==> src/sv/sha_pkg.sv <==
`default_nettype none

package sha_pkg;

  typedef logic [0:7][31:0] word8_t;

  typedef enum logic [3:0] {
    ST_IDLE = 4'b0001,
    ST_COMP = 4'b0010,
    ST_PAD  = 4'b0100,
    ST_DONE = 4'b1000
  } top_state_t;

  typedef enum logic [3:0] {
    PAD_NONE = 4'b0001,
    PAD_MARK = 4'b0010,
    PAD_ZERO = 4'b0100,
    PAD_LEN  = 4'b1000
  } pad_stage_t;

  typedef enum logic [3:0] {
    C_IDLE = 4'b0001,
    C_PREP = 4'b0010,
    C_RUN  = 4'b0100,
    C_FIN  = 4'b1000
  } core_state_t;

  typedef struct packed {
    logic       push;
    logic       word_done;
    logic [7:0] data;
    logic       step;
    logic       calc;
  } sched_ctl_t;

  localparam logic [5:0] FILL_LAST = 6'd63;
  localparam logic [5:0] LEN_START = 6'd56;
  localparam logic [5:0] RND_LAST  = 6'd63;
  localparam logic [5:0] RND_CALC  = 6'd15;
  localparam logic [7:0] PAD_BYTE  = 8'h80;

  localparam word8_t IV = '{
    32'h6a09e667, 32'hbb67ae85, 32'h3c6ef372, 32'ha54ff53a,
    32'h510e527f, 32'h9b05688c, 32'h1f83d9ab, 32'h5be0cd19
  };

  localparam logic [31:0] K_TAB [64] = '{
    32'h428a2f98, 32'h71374491, 32'hb5c0fbcf, 32'he9b5dba5,
    32'h3956c25b, 32'h59f111f1, 32'h923f82a4, 32'hab1c5ed5,
    32'hd807aa98, 32'h12835b01, 32'h243185be, 32'h550c7dc3,
    32'h72be5d74, 32'h80deb1fe, 32'h9bdc06a7, 32'hc19bf174,
    32'he49b69c1, 32'hefbe4786, 32'h0fc19dc6, 32'h240ca1cc,
    32'h2de92c6f, 32'h4a7484aa, 32'h5cb0a9dc, 32'h76f988da,
    32'h983e5152, 32'ha831c66d, 32'hb00327c8, 32'hbf597fc7,
    32'hc6e00bf3, 32'hd5a79147, 32'h06ca6351, 32'h14292967,
    32'h27b70a85, 32'h2e1b2138, 32'h4d2c6dfc, 32'h53380d13,
    32'h650a7354, 32'h766a0abb, 32'h81c2c92e, 32'h92722c85,
    32'ha2bfe8a1, 32'ha81a664b, 32'hc24b8b70, 32'hc76c51a3,
    32'hd192e819, 32'hd6990624, 32'hf40e3585, 32'h106aa070,
    32'h19a4c116, 32'h1e376c08, 32'h2748774c, 32'h34b0bcb5,
    32'h391c0cb3, 32'h4ed8aa4a, 32'h5b9cca4f, 32'h682e6ff3,
    32'h748f82ee, 32'h78a5636f, 32'h84c87814, 32'h8cc70208,
    32'h90befffa, 32'ha4506ceb, 32'hbef9a3f7, 32'hc67178f2
  };

  function automatic logic [31:0] rotr(input logic [31:0] x, input int unsigned n);
    return (x >> n) | (x << (32 - n));
  endfunction

  function automatic logic [31:0] big_sig0(input logic [31:0] x);
    return rotr(x, 2) ^ rotr(x, 13) ^ rotr(x, 22);
  endfunction

  function automatic logic [31:0] big_sig1(input logic [31:0] x);
    return rotr(x, 6) ^ rotr(x, 11) ^ rotr(x, 25);
  endfunction

  function automatic logic [31:0] small_sig0(input logic [31:0] x);
    return rotr(x, 7) ^ rotr(x, 18) ^ (x >> 3);
  endfunction

  function automatic logic [31:0] small_sig1(input logic [31:0] x);
    return rotr(x, 17) ^ rotr(x, 19) ^ (x >> 10);
  endfunction

endpackage

`default_nettype wire

==> src/sv/sha_if.sv <==
`default_nettype none

interface sha_in_if;
  logic       valid;
  logic       ready;
  logic [7:0] data_byte;
  logic       byte_valid;
  logic       end_of_message;

  modport source (output valid, output data_byte, output byte_valid, output end_of_message,
                  input ready);
  modport sink (input valid, input data_byte, input byte_valid, input end_of_message,
                output ready);
endinterface

interface sha_out_if;
  logic        valid;
  logic        ready;
  logic [31:0] digest_word;
  logic [2:0]  word_index;
  logic        last_word;

  modport source (output valid, output digest_word, output word_index, output last_word,
                  input ready);
  modport sink (input valid, input digest_word, input word_index, input last_word,
                output ready);
endinterface

`default_nettype wire

==> src/sv/sha_sched.sv <==
`default_nettype none

module sha_sched
  import sha_pkg::*;
(
  input  wire logic        clk,
  input  wire sched_ctl_t  ctl,
  output logic [31:0]      w
);

  logic [31:0] win_r [16];
  logic [23:0] acc_r;
  logic [31:0] w_r;
  logic [31:0] new_w;

  always_comb begin
    if (ctl.calc) begin
      new_w = small_sig1(win_r[14]) + win_r[9] + small_sig0(win_r[1]) + win_r[0];
    end else begin
      new_w = win_r[0];
    end
  end

  always_ff @(posedge clk) begin
    priority if (ctl.push) begin
      if (ctl.word_done) begin
        for (int i = 0; i < 15; i++) begin
          win_r[i] <= win_r[i+1];
        end
        win_r[15] <= {acc_r, ctl.data};
      end else begin
        acc_r <= {acc_r[15:0], ctl.data};
      end
    end else if (ctl.step) begin
      for (int i = 0; i < 15; i++) begin
        win_r[i] <= win_r[i+1];
      end
      win_r[15] <= new_w;
      w_r       <= new_w;
    end
  end

  assign w = w_r;

endmodule

`default_nettype wire

==> src/sv/sha_core.sv <==
`default_nettype none

module sha_core
  import sha_pkg::*;
(
  input  wire logic   clk,
  input  wire logic   rst_n,
  input  wire logic   start,
  input  wire logic   clear,
  input  wire logic [31:0] w,
  output logic        busy,
  output logic        done,
  output logic        step,
  output logic        calc,
  output word8_t      chain
);

  core_state_t state_r, state_nxt;
  logic [5:0]  rnd_r;
  word8_t      chain_r;
  word8_t      wv_r;
  logic [31:0] t1, t2, ch, maj;

  always_comb begin
    ch  = (wv_r[4] & wv_r[5]) ^ (~wv_r[4] & wv_r[6]);
    maj = (wv_r[0] & wv_r[1]) ^ (wv_r[0] & wv_r[2]) ^ (wv_r[1] & wv_r[2]);
    t1  = wv_r[7] + big_sig1(wv_r[4]) + ch + K_TAB[rnd_r] + w;
    t2  = big_sig0(wv_r[0]) + maj;
  end

  always_comb begin
    state_nxt = state_r;
    unique case (state_r)
      C_IDLE: if (start) state_nxt = C_PREP;
      C_PREP: state_nxt = C_RUN;
      C_RUN:  if (rnd_r == RND_LAST) state_nxt = C_FIN;
      C_FIN:  state_nxt = C_IDLE;
      default: state_nxt = C_IDLE;
    endcase
  end

  always_ff @(posedge clk) begin
    if (!rst_n) begin
      state_r <= C_IDLE;
      rnd_r   <= '0;
      chain_r <= IV;
    end else begin
      state_r <= state_nxt;
      unique case (state_r)
        C_IDLE: if (clear) chain_r <= IV;
        C_PREP: rnd_r <= '0;
        C_RUN:  rnd_r <= rnd_r + 6'd1;
        C_FIN: begin
          for (int i = 0; i < 8; i++) begin
            chain_r[i] <= chain_r[i] + wv_r[i];
          end
        end
        default: rnd_r <= '0;
      endcase
    end
  end

  always_ff @(posedge clk) begin
    if (state_r == C_IDLE && start) begin
      wv_r <= chain_r;
    end else if (state_r == C_RUN) begin
      wv_r[7] <= wv_r[6];
      wv_r[6] <= wv_r[5];
      wv_r[5] <= wv_r[4];
      wv_r[4] <= wv_r[3] + t1;
      wv_r[3] <= wv_r[2];
      wv_r[2] <= wv_r[1];
      wv_r[1] <= wv_r[0];
      wv_r[0] <= t1 + t2;
    end
  end

  assign busy  = (state_r != C_IDLE);
  assign done  = (state_r == C_FIN);
  assign step  = (state_r == C_PREP) || (state_r == C_RUN);
  assign calc  = (state_r == C_RUN) && (rnd_r >= RND_CALC);
  assign chain = chain_r;

  a_done_after_start: assert property (@(posedge clk) disable iff (!rst_n)
    start && !busy |-> ##66 done)
    else $error("compression did not finish on time");

  a_no_clear_busy: assert property (@(posedge clk) disable iff (!rst_n)
    clear |-> !busy && !start)
    else $error("chain cleared during compression");

endmodule

`default_nettype wire

==> src/sv/sha_out.sv <==
`default_nettype none

module sha_out
  import sha_pkg::*;
(
  input  wire logic    clk,
  input  wire logic    rst_n,
  input  wire logic    load,
  input  wire word8_t  digest,
  output logic         busy,
  sha_out_if.source    out_ch
);

  word8_t     words_r;
  logic [3:0] cnt_r;
  logic [2:0] idx_r;
  logic       take;

  assign take = out_ch.valid && out_ch.ready;

  always_ff @(posedge clk) begin
    if (!rst_n) begin
      cnt_r <= '0;
      idx_r <= '0;
    end else if (load) begin
      cnt_r <= 4'd8;
      idx_r <= '0;
    end else if (take) begin
      cnt_r <= cnt_r - 4'd1;
      idx_r <= idx_r + 3'd1;
    end
  end

  always_ff @(posedge clk) begin
    if (load) begin
      words_r <= digest;
    end else if (take) begin
      for (int i = 0; i < 7; i++) begin
        words_r[i] <= words_r[i+1];
      end
    end
  end

  assign busy               = (cnt_r != 4'd0);
  assign out_ch.valid       = busy;
  assign out_ch.digest_word = words_r[0];
  assign out_ch.word_index  = idx_r;
  assign out_ch.last_word   = (cnt_r == 4'd1);

  a_load_idle: assert property (@(posedge clk) disable iff (!rst_n)
    load |-> !busy)
    else $error("digest loaded over pending words");

  a_load_first: assert property (@(posedge clk) disable iff (!rst_n)
    load |=> out_ch.valid && out_ch.word_index == 3'd0)
    else $error("digest load did not present word zero");

endmodule

`default_nettype wire

==> src/sv/sha256_message_hasher.sv <==
`default_nettype none

// Channel   Direction  Payload                                      Handshake
// in_ch     sink       data_byte[8], byte_valid, end_of_message     valid/ready
// out_ch    source     digest_word[32], word_index[3], last_word    valid/ready
//
// A byte transaction that completes a 64-byte block starts a compression
// (1 schedule prime, 64 rounds on the shared round unit, 1 chain update).
// An end-of-message transaction then pads one byte per cycle outside compression (up to
// 72 bytes), compressing each filled block, then loads the digest.
// Eight digest words drain from an output register while the next message streams in.
// rst_n is synchronous and clears control and the chain value; no clearing pass.
// A stalled out_ch holds the next end-of-message in the load step until the digest drains.

module sha256_message_hasher
  import sha_pkg::*;
(
  input  wire logic  clk,
  input  wire logic  rst_n,
  sha_in_if.sink     in_ch,
  sha_out_if.source  out_ch
);

  top_state_t  state_r, state_nxt;
  pad_stage_t  pad_r, pad_nxt;
  logic [5:0]  fill_r, fill_nxt;
  logic [63:0] bits_r, bits_nxt;

  logic        in_acc;
  logic        push;
  logic [7:0]  push_byte;
  logic [7:0]  len_byte;
  logic        core_start, core_clear, core_busy, core_done, core_step, core_calc;
  logic        out_load, out_busy;
  logic [31:0] sched_w;
  word8_t      chain;
  sched_ctl_t  sched_ctl;

  assign in_ch.ready = (state_r == ST_IDLE);
  assign in_acc      = in_ch.valid && in_ch.ready;
  assign len_byte    = 8'(bits_r >> {~fill_r[2:0], 3'b000});

  always_comb begin
    state_nxt  = state_r;
    pad_nxt    = pad_r;
    bits_nxt   = bits_r;
    push       = 1'b0;
    push_byte  = 8'h00;
    out_load   = 1'b0;
    core_clear = 1'b0;
    unique case (state_r)
      ST_IDLE: begin
        if (in_acc) begin
          if (in_ch.byte_valid) begin
            push      = 1'b1;
            push_byte = in_ch.data_byte;
            bits_nxt  = bits_r + 64'd8;
          end
          if (in_ch.end_of_message) pad_nxt = PAD_MARK;
          if (in_ch.byte_valid && fill_r == FILL_LAST) begin
            state_nxt = ST_COMP;
          end else if (in_ch.end_of_message) begin
            state_nxt = ST_PAD;
          end
        end
      end
      ST_PAD: begin
        push = 1'b1;
        unique case (pad_r)
          PAD_MARK: begin
            push_byte = PAD_BYTE;
            pad_nxt   = PAD_ZERO;
          end
          PAD_ZERO: begin
            if (fill_r == LEN_START) begin
              push_byte = len_byte;
              pad_nxt   = PAD_LEN;
            end
          end
          PAD_LEN: push_byte = len_byte;
          default: push = 1'b0;
        endcase
        if (push && fill_r == FILL_LAST) state_nxt = ST_COMP;
      end
      ST_COMP: begin
        if (core_done) begin
          priority if (pad_r == PAD_LEN) begin
            state_nxt = ST_DONE;
          end else if (pad_r == PAD_NONE) begin
            state_nxt = ST_IDLE;
          end else begin
            state_nxt = ST_PAD;
          end
        end
      end
      ST_DONE: begin
        if (!out_busy) begin
          out_load   = 1'b1;
          core_clear = 1'b1;
          bits_nxt   = '0;
          pad_nxt    = PAD_NONE;
          state_nxt  = ST_IDLE;
        end
      end
      default: state_nxt = ST_IDLE;
    endcase
    fill_nxt = push ? fill_r + 6'd1 : fill_r;
  end

  assign core_start = push && (fill_r == FILL_LAST);

  always_ff @(posedge clk) begin
    if (!rst_n) begin
      state_r <= ST_IDLE;
      pad_r   <= PAD_NONE;
      fill_r  <= '0;
      bits_r  <= '0;
    end else begin
      state_r <= state_nxt;
      pad_r   <= pad_nxt;
      fill_r  <= fill_nxt;
      bits_r  <= bits_nxt;
    end
  end

  always_comb begin
    sched_ctl.push      = push;
    sched_ctl.word_done = (fill_r[1:0] == 2'b11);
    sched_ctl.data      = push_byte;
    sched_ctl.step      = core_step;
    sched_ctl.calc      = core_calc;
  end

  sha_sched u_sched (
    .clk (clk),
    .ctl (sched_ctl),
    .w   (sched_w)
  );

  sha_core u_core (
    .clk   (clk),
    .rst_n (rst_n),
    .start (core_start),
    .clear (core_clear),
    .w     (sched_w),
    .busy  (core_busy),
    .done  (core_done),
    .step  (core_step),
    .calc  (core_calc),
    .chain (chain)
  );

  sha_out u_out (
    .clk    (clk),
    .rst_n  (rst_n),
    .load   (out_load),
    .digest (chain),
    .busy   (out_busy),
    .out_ch (out_ch)
  );

  a_start_idle: assert property (@(posedge clk) disable iff (!rst_n)
    core_start |-> !core_busy)
    else $error("block started during compression");

  a_start_wrap: assert property (@(posedge clk) disable iff (!rst_n)
    core_start |=> fill_r == 6'd0 && state_r == ST_COMP)
    else $error("fill count did not wrap at block start");

endmodule

`default_nettype wire
==> src/flat_wrapper.sv <==
// flat-port wrapper written by rule: the top's interface ports become plain ports
module sha256_message_hasher_flat import sha_pkg::*;
  (clk, rst_n, in_ch_valid, in_ch_data_byte, in_ch_byte_valid, in_ch_end_of_message, in_ch_ready, out_ch_valid, out_ch_digest_word, out_ch_word_index, out_ch_last_word, out_ch_ready);
  sha_in_if in_ch_i ();
  sha_out_if out_ch_i ();
  input  wire logic clk;
  input  wire logic rst_n;
  input wire logic [$bits(in_ch_i.valid)-1:0] in_ch_valid;
  input wire logic [$bits(in_ch_i.data_byte)-1:0] in_ch_data_byte;
  input wire logic [$bits(in_ch_i.byte_valid)-1:0] in_ch_byte_valid;
  input wire logic [$bits(in_ch_i.end_of_message)-1:0] in_ch_end_of_message;
  output wire logic [$bits(in_ch_i.ready)-1:0] in_ch_ready;
  output wire logic [$bits(out_ch_i.valid)-1:0] out_ch_valid;
  output wire logic [$bits(out_ch_i.digest_word)-1:0] out_ch_digest_word;
  output wire logic [$bits(out_ch_i.word_index)-1:0] out_ch_word_index;
  output wire logic [$bits(out_ch_i.last_word)-1:0] out_ch_last_word;
  input wire logic [$bits(out_ch_i.ready)-1:0] out_ch_ready;
  assign in_ch_i.valid = in_ch_valid;
  assign in_ch_i.data_byte = in_ch_data_byte;
  assign in_ch_i.byte_valid = in_ch_byte_valid;
  assign in_ch_i.end_of_message = in_ch_end_of_message;
  assign in_ch_ready = in_ch_i.ready;
  assign out_ch_valid = out_ch_i.valid;
  assign out_ch_digest_word = out_ch_i.digest_word;
  assign out_ch_word_index = out_ch_i.word_index;
  assign out_ch_last_word = out_ch_i.last_word;
  assign out_ch_i.ready = out_ch_ready;
  sha256_message_hasher u_core (.clk(clk), .rst_n(rst_n), .in_ch(in_ch_i), .out_ch(out_ch_i));
endmodule
==> config.mk <==
export PLATFORM = sky130hd
export DESIGN_NAME = sha256_message_hasher_flat
export DESIGN_NICKNAME = d
export VERILOG_FILES = /design/src/sv/sha_pkg.sv /design/src/sv/sha_if.sv /design/src/sv/sha_sched.sv /design/src/sv/sha_core.sv /design/src/sv/sha_out.sv /design/src/sv/sha256_message_hasher.sv /design/src/flat_wrapper.sv
export SDC_FILE = /design/constraint.sdc
export NUM_CORES = 2
export LEC_CHECK = 0
export BUFFER_PORTS_ARGS = -buffer_cell sky130_fd_sc_hd__buf_4
export CAP_MARGIN = 20
export CORE_ASPECT_RATIO = 1.5
export CORE_MARGIN = 5
export CORE_UTILIZATION = 50
export DETAILED_ROUTE_END_ITERATION = 10
export GPL_TIMING_DRIVEN = 1
export PLACE_DENSITY = 0.65
export SLEW_MARGIN = 40
export SYNTH_ARGS = -nofsm -noshare
export SYNTH_HDL_FRONTEND = slang
export SYNTH_SLANG_ARGS = --single-unit
==> constraint.sdc <==
create_clock -name clk -period 17.6 [get_ports clk]
set_clock_uncertainty 0.15 [all_clocks]
set_input_delay 2.64 -clock clk [delete_from_list [all_inputs] [get_ports clk]]
set_output_delay 2.64 -clock clk [all_outputs]
set_load 0.02 [all_outputs]
==> metrics.txt <==
status complete, no violations; Clk Latency, worst-skew pair 810 ps; CP Max Fanout 17; commonest cells after routing, fill and taps aside nand2_1 (1754), edfxtp_1 (1080), a21oi_1 (445); CP arrival 10510 ps; # nets final 8425; DR DRC count 0; via count 59289; Die Area 0.169 mm²; num ports 52; Power Total 7.61 mW; Worst Hold Launch u_core.u_sched.win_r[0][223]$_DFFE_PP_; Setup WS post-layout 7450 ps; vias in the first global route 59451; Die W 337 µm; setup bufs post-CTS 0; CTS buffer count 142; Final Hold Viols 0; Internal Pwr Total 5.80 mW; DR WL/cell 26.0 µm; Clock Tree Root clkbuf_16; Finished Core Util 0.547; crit path max-delay cell type ha_1; vias per std cell 5.91; Critical Path Start u_core.u_core.rnd_r[1]$_SDFFE_PN0N_; gpl congestion 0.991; required time worst endpoint 17960 ps; reg2reg start u_core.u_core.rnd_r[1]$_SDFFE_PN0N_; Synth cell types 99; combinational group share of total power 0.066; Clock Pin Slew Worst Setup and Hold Paths 90 ps; final slew viol count 0; post-synth top area cell edfxtp_1; H-tree lvl count 4; CTS tree yes; Max-Cap Viols 0; clock sink count 1428; most used cell, CP o21ai_0; synthesized area 0.0803 mm²; Core Area 0.160 mm²; Worst-Margin Slew 920 ps; VDD IR max 0.000109 V; Cell Pwr Density 86.9 mW/mm²; Clock Tree Buf Depth 3; P_sw 1.81 mW; Setup crit start kind flip-flop; first-pass GRT wire length 381000 µm; Syn. warnings 0; RSZ-0062 raised after global routing no; post-CTS sizing 0; number of synthesized flops with an enable pin 1080; Rows 180; Area Overhead vs Synth 9.11%; Initial Util 0.501; Tmin final 10150 ps; post-synthesis register bit count 1428; Final HPWL DP 188000 µm; fmax 98.5 MHz; DRT antenna net count 0; Setup violations, final 0; Die Ht 501 µm; Post-Layout Cell Count 10028; leading cell type in the layout, fill and taps excluded nand2_1; P_leak 34.1 nW; WHS 245 ps; drt first pass iters 6; Hold Crit Class reg -> reg; Overflow after GRT 0; Detailed Route WL 261000 µm; FILL cells 13895; # placed instances 9764; switch share 0.238; Seq/Total Area, Yosys 0.491; Syn Nets 8515; port buffer count 51; cts hold-fix bufs 0; top cells by area, synth edfxtp_1 (40%), dfxtp_1 (8.7%), nand2_1 (8.2%); Main synth FF type edfxtp_1; Mapped Cells 7907; max incr delay on CP 720 ps; syn_area_per_cell 10.2 µm²; Final Cycle Share 0.577; Clk pwr share 0.415; ys async rst share 0; DR iter-0 viols 4439; Post-DP Area 0.0828 mm²; crit path kind reg -> reg; register share of total power 0.518; layout cells sized above 1 0.0637; max_slew headroom 0.380; GRT Util Overall 0.305; Final Cell Area 0.0876 mm²; pin count of the biggest net entering global routing 143; pre-CTS worst setup slack 7610 ps; share of the synthesized area in the top cell type 0.404; crit end category flip-flop; antenna violations before repair 1; Final TNS setup 0 ps
## registers in the layout, indices dropped and copies added (netlist names)
| name | count |
|---|---|
| u_core.u_out.out_ch.digest_word | 32 |
| u_core.u_sched.w | 32 |
| u_core.u_core.chain | 256 |
| u_core.u_sched.win_r | 512 |
| u_core.pad_r | 4 |
| u_core.state_r | 4 |
| u_core.u_sched.acc_r | 24 |
| u_core.u_core.state_r | 4 |
| u_core.u_core.wv_r | 256 |
| u_core.fill_r | 6 |
| u_core.u_core.rnd_r | 6 |
| u_core.bits_r | 61 |
| u_core.u_out.words_r | 224 |
| u_core.u_out.out_ch.word_index | 3 |
| u_core.u_out.cnt_r | 4 |
## cell usage after synthesis, drive strengths merged (14+ instances only)
library cell,count
nand2,1763
a211oi,63
nand3,101
o21ai,411
nand2b,64
o22ai,97
a22oi,62
fa,195
mux4,17
a31oi,48
a21oi,445
edfxtp,1080
or3,49
nand4,26
ha,399
mux2i,51
and3,50
o211ai,47
o21a,60
nor4,14
mux2,38
a21o,167
xor2,210
o21bai,46
o31ai,27
nor2,359
inv,357
xnor2,411
and2,36
dfxtp,348
buf,84
nor2b,136
nor3b,14
or2,27
clkbuf,298
nor3,81
## worst max-delay path: cells and delay by family (launching register included)
family                   cells  cell delay [ps]
buffers and inverters        4              620
AO/OA/AOI/OAI               19             4740
flip-flops                   1              370
XOR/XNOR                     2              380
AND/OR/NAND/NOR              4              910
adder cells (fa/ha/maj)      6             2710
## power groups by stage
stage	registers, mW	clock network [mW]	logic (mW)
floorplan	4.06	0	0.343
global placement	4.01	0	0.503
detailed placement	4.02	0	0.512
CTS	3.94	3.22	0.513
global route	3.96	3.35	0.557
finish	3.95	3.16	0.506
## cell families (layout without fill, tap and decap cells)
group                      count (synthesis)  after routing  share of synthesized area
AOI/OAI and AO/OA                       1646           1646                      0.129
other                                      0              2                          0
muxes                                    106            106                     0.0165
DFF                                     1428           1428                      0.491
buffers and inverters                    742            768                     0.0365
adders and majority gates                604            604                      0.112
xor gates and xnor gates                 621            621                     0.0677
and+or+nand+nor                         2760           2760                      0.148
## area by class of cell
type | instances | area [µm²] | area share
Sequential cell | 1428 | 39400 | 0.450
Multi-Input combinational cell | 5737 | 38100 | 0.435
Clock buffer | 178 | 3810 | 0.0435
Tap cell | 2093 | 2620 | 0.0299
Inverter | 360 | 1360 | 0.0156
Timing Repair Buffer | 148 | 1340 | 0.0153
Clock inverter | 82 | 926 | 0.0106
Antenna cell | 2 | 5.00 | 0.0000571
## path summary, 6_finish.rpt
| check | end | slack, ps | cells after the start |
|---|---|---|---|
| max | u_core.u_core.wv_r[252]$_DFFE_PP_ | 7450 | 35 |
| min | u_core.u_sched.win_r[0][191]$_DFFE_PP_ | 240 | 0 |
| max reg2reg | u_core.u_core.wv_r[252]$_DFFE_PP_ | 7450 | 35 |
| min reg2reg | u_core.u_sched.win_r[0][191]$_DFFE_PP_ | 240 | 0 |
## routing by layer
layer | vias to the layer above | routed length [µm] | global-route usage
li1 | 27507 | - | -
met1 | 28863 | 90700 | 0.326
met2 | 2104 | 132000 | 0.541
met4 | 0 | 26000 | 0.245
met3 | 815 | 12200 | 0.0354
met5 | - | 0 | 0
Note: power is estimated with default switching activity, not from simulation.
